### config.mk
export PLATFORM = sky130hd
export DESIGN_NAME = blfb_blend
export DESIGN_NICKNAME = d
export VERILOG_FILES = /design/src/design/blfb_pkg.sv /design/src/design/blfb_blend.sv
export SDC_FILE = /design/constraint.sdc
export NUM_CORES = 1
export LEC_CHECK = 0
export ABC_AREA = 0
export BUFFER_PORTS_ARGS = -buffer_cell sky130_fd_sc_hd__buf_2
export CAP_MARGIN = 10
export CORE_MARGIN = 2
export CORE_UTILIZATION = 30
export DETAILED_ROUTE_END_ITERATION = 6
export SLEW_MARGIN = 15
export SYNTH_ARGS = -nofsm -noshare
export SYNTH_HDL_FRONTEND = slang
export SYNTH_SLANG_ARGS = --single-unit
### constraint.sdc
create_clock -name clk -period 5.9 [get_ports clk]
set_input_delay 0.885 -clock clk [delete_from_list [all_inputs] [get_ports clk]]
set_output_delay 0.885 -clock clk [all_outputs]
set_load 0.005 [all_outputs]
### src/design/blfb_pkg.sv
// Shared types, constants and the shade character table for the glyph readout framebuffer.
package blfb_pkg;

	// Default grid and cell geometry
	localparam int MAX_WIDTH_DEF  = 256;
	localparam int MAX_HEIGHT_DEF = 128;
	localparam int VALUE_BITS_DEF = 16;

	// Fixed field widths
	localparam int COORD_W  = 16;
	localparam int VAL_IN_W = 16;
	localparam int CFG_W    = 9;
	localparam int WIDTH_W  = 9;
	localparam int HEIGHT_W = 8;

	// Fixed point: 12 fraction bits, 4096 is 1.0
	localparam int FRAC_BITS = 12;
	localparam int FRAC_ONE  = 4096;
	localparam int LEVELS    = 8;
	localparam int LEVEL_W   = 3;
	localparam int CHAR_W    = 8;
	localparam int N_W       = 13;
	localparam int WIDE_W    = 48;

	localparam logic [WIDTH_W-1:0]  ACTIVE_WIDTH_RST  = 9'd256;
	localparam logic [HEIGHT_W-1:0] ACTIVE_HEIGHT_RST = 8'd128;

	// Register indexes on the configuration port
	localparam logic CFG_ACTIVE_WIDTH  = 1'b0;
	localparam logic CFG_ACTIVE_HEIGHT = 1'b1;

	typedef enum logic [2:0] {
		ACT_OVERWRITE = 3'd0,
		ACT_ALPHA     = 3'd1,
		ACT_ADD       = 3'd2,
		ACT_READ      = 3'd3,
		ACT_FILL      = 3'd4
	} action_t;

	typedef enum logic {
		ST_CLEAR,
		ST_RUN
	} fsm_t;

	// Control of the one item in flight
	typedef struct packed {
		logic    valid;
		action_t action;
		logic    inr;
	} item_ctl_t;

	function automatic logic [CHAR_W-1:0] shade_char(input logic [LEVEL_W-1:0] lvl);
		logic [CHAR_W-1:0] c;
		case (lvl)
			3'd0: c = 8'h20; // ' '
			3'd1: c = 8'h2D; // '-'
			3'd2: c = 8'h7E; // '~'
			3'd3: c = 8'h2B; // '+'
			3'd4: c = 8'h3D; // '='
			3'd5: c = 8'h6F; // 'o'
			3'd6: c = 8'h26; // '&'
			3'd7: c = 8'h40; // '@'
			default: c = 8'h20;
		endcase
		return c;
	endfunction

endpackage

### src/design/blfb_blend.sv
// Blend datapath: clamp and multiply stage, then round, saturate, write-back and glyph quantise.
module blfb_blend
	import blfb_pkg::*;
#(
	parameter int VALUE_BITS = VALUE_BITS_DEF
) (
	input  logic                         clk,
	input  logic                         arst_n,
	input  item_ctl_t                    ctl_s1,
	input  logic signed [VAL_IN_W-1:0]   value_s1,
	input  logic signed [VALUE_BITS-1:0] old_s1,
	input  logic                         res_ready,
	output item_ctl_t                    ctl_s2,
	output logic                         wr_en,
	output logic signed [VALUE_BITS-1:0] wr_data,
	output logic                         res_valid,
	output logic [LEVEL_W-1:0]           res_glyph_index,
	output logic [CHAR_W-1:0]            res_glyph_char,
	output logic                         res_transparent,
	output logic signed [VAL_IN_W-1:0]   res_cell_value,
	output logic                         res_in_range
);

	localparam int A_W = VALUE_BITS + 2;
	localparam int B_W = N_W + 1;
	localparam int P_W = A_W + B_W;
	localparam logic signed [A_W-1:0]    ONE_A    = A_W'(FRAC_ONE);
	localparam logic signed [WIDE_W-1:0] ONE_W    = WIDE_W'(FRAC_ONE);
	localparam logic signed [WIDE_W-1:0] HALF_W   = WIDE_W'(FRAC_ONE / 2);
	localparam logic signed [WIDE_W-1:0] TOP_LVL  = WIDE_W'(LEVELS - 1);
	localparam logic signed [WIDE_W-1:0] CELL_MAX =
		WIDE_W'((64'sd1 <<< (VALUE_BITS - 1)) - 64'sd1);
	localparam logic signed [WIDE_W-1:0] CELL_MIN = -CELL_MAX - WIDE_W'(1);

	function automatic logic signed [VALUE_BITS-1:0] sat_cell(
		input logic signed [WIDE_W-1:0] v);
		logic signed [WIDE_W-1:0] r;
		r = v;
		if (r > CELL_MAX) r = CELL_MAX;
		if (r < CELL_MIN) r = CELL_MIN;
		return r[VALUE_BITS-1:0];
	endfunction

	// Stage 1: clamp and (1-old)(1-n)
	logic [N_W-1:0]          n_s1;
	logic signed [A_W-1:0]   a_s1;
	logic signed [B_W-1:0]   b_s1;
	logic signed [P_W-1:0]   prod_s1;

	always_comb begin
		if (value_s1[VAL_IN_W-1]) begin
			n_s1 = '0;
		end else if (value_s1 > VAL_IN_W'(FRAC_ONE)) begin
			n_s1 = N_W'(FRAC_ONE);
		end else begin
			n_s1 = value_s1[N_W-1:0];
		end
		a_s1    = ONE_A - A_W'(old_s1);
		b_s1    = $signed({1'b0, N_W'(N_W'(FRAC_ONE) - n_s1)});
		prod_s1 = a_s1 * b_s1;
	end

	// Stage 2 registers
	item_ctl_t                    ctl_s2_q;
	logic signed [P_W-1:0]        prod_s2;
	logic signed [VALUE_BITS-1:0] old_s2;
	logic [N_W-1:0]               n_s2;
	logic signed [VAL_IN_W-1:0]   val_s2;
	logic                         go_s2;

	assign go_s2 = ctl_s2_q.valid && (ctl_s2_q.action != ACT_READ || res_ready);

	always_ff @(posedge clk or negedge arst_n) begin
		if (!arst_n) begin
			ctl_s2_q <= '0;
		end else if (ctl_s1.valid) begin
			ctl_s2_q <= ctl_s1;
		end else if (go_s2) begin
			ctl_s2_q.valid <= 1'b0;
		end
	end

	always_ff @(posedge clk) begin
		if (ctl_s1.valid) begin
			prod_s2 <= prod_s1;
			old_s2  <= old_s1;
			n_s2    <= n_s1;
			val_s2  <= value_s1;
		end
	end

	// Stage 2: round, saturate, quantise
	logic signed [WIDE_W-1:0] old_w;
	logic signed [WIDE_W-1:0] n_w;
	logic signed [WIDE_W-1:0] q_w;
	logic signed [WIDE_W-1:0] lvl_w;
	logic [LEVEL_W-1:0]       lvl;

	always_comb begin
		old_w = WIDE_W'(old_s2);
		n_w   = WIDE_W'($signed({1'b0, n_s2}));
		// floor((p + 0.5) / 1.0): ties round up
		q_w   = (WIDE_W'(prod_s2) + HALF_W) >>> FRAC_BITS;
		case (ctl_s2_q.action)
			ACT_OVERWRITE: wr_data = sat_cell(n_w);
			ACT_ALPHA:     wr_data = sat_cell(ONE_W - q_w);
			ACT_ADD:       wr_data = sat_cell(old_w + n_w);
			ACT_FILL:      wr_data = sat_cell(WIDE_W'(val_s2));
			default:       wr_data = old_s2;
		endcase
		lvl_w = ((old_w <<< 3) - old_w + HALF_W) >>> FRAC_BITS;
		if (lvl_w > TOP_LVL) begin
			lvl = LEVEL_W'(LEVELS - 1);
		end else begin
			lvl = lvl_w[LEVEL_W-1:0];
		end
	end

	assign wr_en     = go_s2 && ctl_s2_q.action != ACT_READ;
	assign res_valid = go_s2 && ctl_s2_q.action == ACT_READ;
	assign ctl_s2    = ctl_s2_q;

	always_comb begin
		res_glyph_index = '0;
		res_glyph_char  = '0;
		res_transparent = 1'b0;
		res_cell_value  = '0;
		res_in_range    = ctl_s2_q.inr;
		if (ctl_s2_q.inr) begin
			res_cell_value  = old_w[VAL_IN_W-1:0];
			res_transparent = old_s2[VALUE_BITS-1];
			if (!old_s2[VALUE_BITS-1]) begin
				res_glyph_index = lvl;
				res_glyph_char  = shade_char(lvl);
			end
		end
	end

endmodule

==> flow_metrics.tcl, run 1 <==
set metrics [dict create \
    ys_ff_latch 70 \
    yosysTopAreaCellShare_pct 29.1 \
    maxUsedRoutingLayer "met4" \
    drv_slew 0 \
    ys_seq_area_share_pct 14.1 \
    skew_ps 0.165 \
    yosysTopAreaCell "fa_1" \
    status "finished, violations left" \
    hpwl_mm 38.7 \
    rr_worst_depth 2 \
    place_ws_ps -3200 \
    postSynthCellCount 1660 \
    yosysWarnings 0 \
    synth.most_common_cell "inv_1" \
    synth_edf_count 65 \
    numCtsBuffers 9 \
    p_int_mw 4.28 \
    antenna_cells 0 \
    ant_nets 0 \
    place_congestion 0.916 \
    synthArstFlopShare_pct 7.14 \
    crit_family "adder cells" \
    synth.avg_cell_area_sq_um 8.87 \
    grt_max_degree 73 \
    power_frac_comb_pct 80.5 \
    swShare_pct 48.1 \
    port-buffer-count 90 \
    drt_drc_violations_left 0 \
    sequentialPowerShare_pct 13.2 \
    die_area_sq_um 50900 \
    synthesis.nets 2040 \
    yosys-top-cells-count "300 x inv_1, 214 x fa_1, 198 x nand2_1, 126 x ha_1, 103 x nor2_1" \
    cap_viol_max_count 0 \
    setup_viol 20 \
    chipHeight_um 226 \
    cts.clk_slew.worst_paths_ps 60 \
    clock.fmax_ghz 0.122 \
    cts_buffer_depth 2 \
    critPathBufInv 7 \
    ys_types 88 \
    viasPerCell 4.91 \
    r2r_setup_slack_ps 4290 \
    clock_power_share_pct 6.3 \
    syn-cell-area_sq_um 14700 \
    clk_latency_ps 340 \
    p_sw_mw 3.96 \
    maxSlewHeadroom_pct 23.5 \
    fin_tns_setup_ps -38610 \
    wl_met2_mm 23.1 \
    vias 13100 \
    grtUsageTotal_pct 18.4 \
    drtIter0Drc 894 \
    die_x_um 226 \
    cts_tree "done" \
    fin_crit_sh_pct 139 \
    nets 2387 \
    cp.required_ps 6070 \
    synthFlopType "edfxtp_1" \
    routedLengthMet1_mm 19.9 \
    antenna_found_initial 0 \
    wl_met3_mm 1.97 \
    power_density_nw_per_um2 424 \
    initial_core_util_pct 30.2 \
    cp_max_fo 8 \
    io_pins 92 \
    drive_above_1_share_pct 28.8 \
    cp-end-kind "flop" \
    r2r_end "ctl_s2[1]" \
    finalCriticalPeriod_ps 8220 \
    critical_path.startpoint "value_s1[3]" \
    rsz0062_at_grt "true" \
    crit_type "primary input to flop" \
    hp-class "primary input to async pin" \
    synth_area_leaders "fa_1 29%, edfxtp_1 13%, ha_1 11%" \
    finalHoldViolCount 0 \
    ir_worst_vdd_mv 0.360 \
    tightest_slew_ps 1140 \
    cts_sinks 70 \
    worstPathArrival_ps 8390 \
    violations "setup timing" \
    worst_path_max_delay_cell "fa_1" \
    row_count 81 \
    power_leakage_nw 9.33 \
    root_buffer "clkbuf_16" \
    slowest_delay_ps 590 \
    dr.pass1.iters 5 \
    r2r-start "ctl_s2[1]" \
    h-tree-depth 3 \
    wl_mm 46.2 \
    syn_to_final_growth_pct 31.8 \
    core_area_sq_um 48700 \
    startpoint_type "primary input" \
    grt_pass1_vias 13400 \
    grt_pass1_wl_mm 73.2 \
    avgRoutedWirePerCell_um 17.3 \
    timing.final.ws_setup_ps -2320 \
    overflow 0 \
]
-- final cells by class --
type                            instances  area (sq um)
Inverter                              301          1140
Timing Repair Buffer                  398          3050
Tap cell                              664           831
Fill cell                            4810         29300
Clock inverter                          7          61.3
Sequential cell                        70          2080
Clock buffer                            9           225
Multi-Input combinational cell       1227         12000
-- cells by family (layout without fill, tap and decap cells) --
logic type               after synthesis  count (layout)  synth area share [%]
adder cells (fa/ha/maj)              340             340                  39.8
AO/OA/AOI/OAI                        259             259                  12.4
XOR/XNOR                             100             100                  6.05
buffers and inverters                363             715                  9.69
multiplexers                           9               9                 0.637
flip-flops                            70              70                  14.1
AND/OR/NAND/NOR                      518             518                  17.3
other                                  1               1                0.0255
-- power groups by stage --
stage                     registers [mW]  logic, mW  clock network (mW)
after floorplan                    0.868       4.17                   0
after global placement              1.08       5.86                   0
after detailed placement            1.08       5.98                   0
after CTS                           1.07       6.32               0.532
after global routing                1.10       7.38               0.550
final                               1.09       6.63               0.519
-- worst register-to-register path: cells and delay by family (launching register included) --
kind	cells	cell delay (ps)
buffers and inverters	1	750
DFF	1	500
AOI/OAI and AO/OA	1	210
-- worst max path at each step --
stage                     slack (ps)  cells past startpoint     endpoint
after global placement         -3010                     36  prod_s2[30]
final                          -2320                     33  prod_s2[30]
after detailed placement       -3200                     36  prod_s2[30]
after CTS                      -2340                     30  prod_s2[30]
after floorplan                -2460                     28  prod_s2[30]
after global routing           -2490                     33  prod_s2[30]
-- cells in the final DEF (no fill, tap or decap), types with 17 or more instances in the layout --
master,synthesis,layout
o21ai_0,48,41
edfxtp_1,65,65
ha_1,126,107
buf_6,2,31
buf_4,12,274
buf_2,3,80
nor2_1,103,92
fa_1,214,204
nand2_1,198,186
xnor2_1,61,50
ha_4,0,17
nor3_1,24,21
nand3_1,20,18
a21oi_1,65,56
and2_1,50,49
nand4_1,17,17
inv_2,0,20
inv_1,300,277
xor2_1,37,31
-- layer usage --
| metal | vias up | track usage [%] |
|---|---|---|
| met5 | - | 0 |
| met4 | 0 | 5.21 |
| met3 | 60 | 1.13 |
| met2 | 351 | 32.5 |
| met1 | 6584 | 24.3 |
| li1 | 6138 | - |
-- flip-flops by register name, indices dropped and copies added (netlist names) --
| name | cells |
|---|---|
| res_in_range | 1 |
| n_s2 | 13 |
| prod_s2 | 20 |
| ctl_s2 | 4 |
| val_s2 | 16 |
| old_s2 | 16 |
-- what timing repair did --
| item | in CTS | in global routing |
|---|---|---|
| setup endpoints to repair | 20 | 36 |
| setup buffers | 37 | 22 |
| hold buffers | 0 | 0 |
| endpoints found under the hold margin | 0 | 0 |
| cloned | 0 | 0 |
| pin swaps | 88 | 60 |
| resized for setup | 112 | 63 |
-- metrics by stage --
stage               utilization (%)  hold WS, ps  cells  instance area (sq um)  power, mW
finish                         39.8          350   2676                  19400       8.24
global route                   39.8          342   2676                  19400       9.03
CTS                            39.0          341   2661                  19000       7.92
detailed placement             36.9          608   2611                  18000       7.06
global placement               36.9          601   2611                  18000       6.93
floorplan                         -          585   1660                  15000       5.04
No activity file was read; power rests on OpenSTA's default activity.
==> run 2, diff against run 1 <==
--- a/config.mk
+++ b/config.mk
@@ -9,7 +9,7 @@
 export BUFFER_PORTS_ARGS = -buffer_cell sky130_fd_sc_hd__buf_2
 export CAP_MARGIN = 10
 export CORE_MARGIN = 2
-export CORE_UTILIZATION = 30
+export CORE_UTILIZATION = 35
 export DETAILED_ROUTE_END_ITERATION = 6
 export SLEW_MARGIN = 15
 export SYNTH_ARGS = -nofsm -noshare
==> run 2 against run 1 <==
Against the previous run: the flow still finishes with violations (setup timing); sequential share of layout area rose by 0.084 points; fmax rose by 0.15%; final area fell by 0.78%; via count fell by 1.2%.
==> flow_metrics.tcl, run 2 (synthesized netlist as in run 1, its figures left out) <==
set metrics [dict create \
    grt_pass1_wl_mm 70.7 \
    cp_max_fo 9 \
    drtIter0Drc 710 \
    viasPerCell 5.09 \
    die_area_sq_um 43700 \
    rsz0062_at_grt "true" \
    hold_buffers 0 \
    avgRoutedWirePerCell_um 17.6 \
    dr.pass1.iters 6 \
    clk_latency_ps 340 \
    fillCellCount 3945 \
    nets 2386 \
    root_buffer "clkbuf_16" \
    maxSlewHeadroom_pct 38.9 \
    hp-class "primary input to async pin" \
    vias 13000 \
    crit_type "primary input to flop" \
    clock.fmax_ghz 0.122 \
    cts_sinks 70 \
    cp-end-kind "flop" \
    crit_end "prod_s2[28]" \
    overflow 0 \
    final_cell_mix "278 x inv_1, 265 x buf_4, 206 x fa_1" \
    core_area_sq_um 41800 \
    ant_nets 0 \
    status "finished, violations left" \
    slowest_delay_ps 550 \
    io_pins 92 \
    layout_commonest_cell "inv_1" \
    grtUsageTotal_pct 20.5 \
    grt_pass1_vias 13300 \
    cp.required_ps 6000 \
    crit_top_cell "fa_1" \
    r2r_end "ctl_s2[1]" \
    wl_mm 44.9 \
    numCtsBuffers 9 \
    chipHeight_um 209 \
    cts.clk_slew.worst_paths_ps 60 \
    worst_path_max_delay_cell "fa_1" \
    antenna_found_initial 2 \
    h-tree-depth 3 \
    violations "setup timing" \
    worstPathArrival_ps 8310 \
    timing.final.ws_setup_ps -2310 \
    regMostFlops "prod_s2" \
    p_total_mw 7.80 \
    tightest_slew_ps 915 \
    antenna_cells 0 \
    top_regs "prod_s2 (20), old_s2 (16), val_s2 (16)" \
    port-buffer-count 90 \
    die_x_um 209 \
    cap_viol_max_count 0 \
    finalHoldViolCount 0 \
    fin_tns_setup_ps -37670 \
    r2r_setup_slack_ps 4240 \
    power_density_nw_per_um2 405 \
    drive_above_1_share_pct 28.3 \
    drt_drc_violations_left 0 \
    grt_max_degree 42 \
    initial_core_util_pct 35.3 \
    finalCriticalPeriod_ps 8210 \
    ir_worst_vdd_mv 0.335 \
    place_congestion 0.903 \
    largest_register_ffs 20 \
    setup_viol 20 \
    r2r-start "ctl_s2[1]" \
    drv_slew 0 \
    hpwl_mm 37.2 \
    power_leakage_nw 9.33 \
    row_count 75 \
    critical_path.startpoint "old_s1[0]" \
    skew_ps 0.274 \
    cts_buffer_depth 2 \
    cts_tree "done" \
    fin_crit_sh_pct 139 \
    startpoint_type "primary input" \
    rr_worst_depth 2 \
    syn_to_final_growth_pct 30.8 \
]
==> run 2: cell type report <==
| cell class | count | area, sq um | share of cell area (%) |
|---|---|---|---|
| inverter | 301 | 1140 | 5.93 |
| clock inverter | 6 | 110 | 0.572 |
| sequential | 70 | 2080 | 10.8 |
| clock buffer | 10 | 229 | 1.19 |
| multi-input combinational | 1228 | 12000 | 62.2 |
| tap | 539 | 674 | 3.50 |
| timing repair buffer | 396 | 3050 | 15.8 |
==> run 2: repair_timing <==
action,in CTS,in global routing
resized for setup,103,51
pin swaps,88,93
buffers inserted,24,22
endpoints found under the hold margin,0,0
cloned,0,1
endpoints found under the setup margin,20,28
==> run 2: routing by layer <==
layer / GRT usage [%] / up-vias / routed length (um) / share of wire [%]
li1: - / 6139 / - / -
met1: 26.6 / 6434 / 19100 / 43
met2: 35.4 / 338 / 22200 / 49
met3: 3.76 / 57 / 2510 / 5.6
met4: 4.90 / 4 / 1080 / 2.4
met5: 0 / - / 28 / 0.062
==> run 2: worst min path at each step <==
stage / cells past startpoint / slack (ps) / to
CTS: 1 / 340 / res_in_range
detailed placement: 2 / 610 / ctl_s2[4]
global placement: 2 / 610 / ctl_s2[4]
finish: 1 / 340 / res_in_range
global route: 1 / 340 / res_in_range
floorplan: 0 / 590 / ctl_s2[1]
==> run 2: power by group <==
group	leakage, nW	total [mW]	internal (mW)	switching (mW)
registers	0.692	1.04	0.807	0.236
clock network	0.160	0.630	0.412	0.218
logic	8.48	6.13	2.95	3.18
==> run 2: stage by stage <==
stage          std cells  hold WS, ps  cell area [sq um]  util [%]  worst slack [ps]
6_report            2550          339              19300      46.1             -2310
4_1_cts             2527          337              18800      45.1             -2420
3_3_place_gp        2489          609              17900      42.8             -3050
2_1_floorplan       1660          585              15000         -             -2460
5_1_grt             2550          337              19300      46.1             -2550
3_5_place_dp        2489          607              17900      42.8             -3220
==> run 2: worst max-delay path: cells and delay by family <==
family	cells	cell delay, ps
buffers and inverters	12	1260
adder cells (fa/ha/maj)	8	3400
AND/OR/NAND/NOR	7	1570
XOR/XNOR	1	130
AO/OA/AOI/OAI	5	1050
==> run 3, diff against run 2 <==
--- a/config.mk
+++ b/config.mk
@@ -11,6 +11,7 @@
 export CORE_MARGIN = 2
 export CORE_UTILIZATION = 35
 export DETAILED_ROUTE_END_ITERATION = 6
+export GPL_TIMING_DRIVEN = 0
 export SLEW_MARGIN = 15
 export SYNTH_ARGS = -nofsm -noshare
 export SYNTH_HDL_FRONTEND = slang
==> constraint.sdc (replaced) <==
create_clock -name clk -period 7.57 [get_ports clk]
set_input_delay 1.1355 -clock clk [delete_from_list [all_inputs] [get_ports clk]]
set_output_delay 1.1355 -clock clk [all_outputs]
set_load 0.005 [all_outputs]
==> run 3 against run 2 <==
Against the previous run: the flow still finishes with violations (setup timing); utilization fell by 2.3 points; clock skew hardly changed; setup slack gained 1200 ps; largest power group unchanged; first-iteration DRC count rose by 36%; hold slack gained 240 ps; largest cell class unchanged; highest routed layer is now met4; sequential power shrank 32%; critical path depth is 1 higher.
==> flow_metrics.tcl, run 3 (synthesized netlist as in run 1, its figures left out) <==
set metrics [dict create \
    holdWs_ps 577 \
    place_ws_ps -2550 \
    crit_type "primary input to flop" \
    power_density_nw_per_um2 333 \
    rr_worst_depth 4 \
    fin_tns_setup_ps -9930 \
    core_area_sq_um 41800 \
    ir_worst_vdd_mv 0.276 \
    ant_nets 0 \
    startpoint_type "primary input" \
    cap_viol_max_count 0 \
    overflow 0 \
    setup_viol 18 \
    final_core_util_pct 43.9 \
    row_count 75 \
    crit_top_cell "fa_1" \
    cp_max_fo 8 \
    die_area_sq_um 43700 \
    hold_buffers 0 \
    hpwl_mm 36.9 \
    multi_input_area_sq_um 12300 \
    cts_tree "done" \
    timing.final.ws_setup_ps -1120 \
    power_leakage_nw 8.58 \
    finalHoldViolCount 0 \
    initial_core_util_pct 35.3 \
    regMostFlops "prod_s2" \
    cts_sinks 70 \
    worstPathArrival_ps 8760 \
    port-buffer-count 90 \
    largest_register_ffs 20 \
    vias 12600 \
    drtIter0Drc 963 \
    regArea_sq_um 2080 \
    chipHeight_um 209 \
    dp_cells 2290 \
    clk_latency_ps 360 \
    antenna_found_initial 3 \
    avgRoutedWirePerCell_um 19.8 \
    tightest_slew_ps 1150 \
    drive_above_1_share_pct 22.6 \
    drv_slew 0 \
    maxSlewHeadroom_pct 23.0 \
    viasPerCell 5.25 \
    place_congestion 0.904 \
    layout_commonest_cell "inv_1" \
    clock.fmax_ghz 0.115 \
    cp.required_ps 7650 \
    wl_mm 47.6 \
    finalCriticalPeriod_ps 8690 \
    crit_family "adder cells" \
    fin_cells 2402 \
    critPathBufInv 8 \
    fillCellCount 3946 \
    r2r_setup_slack_ps 5970 \
    rsz0062_at_grt "true" \
    drt_drc_violations_left 0 \
    cp-end-kind "flop" \
    root_buffer "clkbuf_16" \
    die_x_um 209 \
    grtUsageTotal_pct 21.8 \
    skew_ps 0.639 \
    numCtsBuffers 9 \
    syn_to_final_growth_pct 24.4 \
    h-tree-depth 3 \
    grt_pass1_vias 12800 \
    grt_max_degree 64 \
    r2r_end "ctl_s2[1]" \
    final_cell_mix "278 x inv_1, 203 x fa_1, 177 x nand2_1" \
    hp-class "primary input to async pin" \
    io_pins 92 \
    top_regs "prod_s2 (20), old_s2 (16), val_s2 (16)" \
    status "finished, violations left" \
    violations "setup timing" \
    cts_buffer_depth 2 \
    fin_crit_sh_pct 115 \
    dr.pass1.iters 5 \
    grt_pass1_wl_mm 73.8 \
    worst_path_max_delay_cell "fa_1" \
    slowest_delay_ps 550 \
    cts.clk_slew.worst_paths_ps 80 \
    r2r-start "ctl_s2[1]" \
    nets 2235 \
]
[run 3: metal layers]
metal	routed length (um)	global-route usage, %
met1	19500	28.0
met2	23400	37.9
met3	2520	2.52
met4	2150	7.86
met5	0	0
[run 3: worst max-delay path by stage]
stage	from	end	slack, ps	cells past startpoint
global placement	value_s1[0]	prod_s2[29]	-2780	31
detailed placement	value_s1[14]	prod_s2[29]	-2550	29
floorplan	old_s1[0]	prod_s2[30]	-1040	30
finish	value_s1[8]	prod_s2[28]	-1120	34
CTS	value_s1[10]	prod_s2[30]	-1030	31
global route	value_s1[8]	prod_s2[30]	-1310	34
[run 3: worst register-to-register path, stage by stage (launching register included)]
cell and delay, ps:
dfrtp_1 430, clkbuf_1 250, inv_1 140, clkbuf_1 470, o21ai_0 170
[run 3: stage by stage]
stage               total power, mW  instance area, sq um
floorplan                      3.90                 15000
global placement               4.85                 16100
detailed placement             4.91                 16200
CTS                            5.70                 17700
global route                   6.65                 18300
finish                         6.09                 18300
[run 3: area by class of cell]
| type | count | share of cell area, % |
|---|---|---|
| flip-flops and latches | 70 | 11.3 |
| inverters | 301 | 6.28 |
| diodes | 3 | 0.0410 |
| multi-input cells | 1227 | 67.1 |
| clock buffers | 9 | 1.23 |
| plain buffers | 60 | 2.44 |
| repair buffers | 186 | 7.48 |
| well taps | 539 | 3.68 |
| clock inverters | 7 | 0.389 |
[run 3: report_power, final]
group	internal [mW]	total, mW	switching (mW)
logic	2.13	4.95	2.82
registers	0.625	0.710	0.0852
clock network	0.234	0.430	0.196
total	2.99	6.09	3.10
[run 3: repair_timing]
action                     4_1_cts  5_1_grt
resized for setup              152       99
gates cloned                     0        1
setup buffers                   62       34
pin swaps                       89       72
setup endpoints to repair       20       20
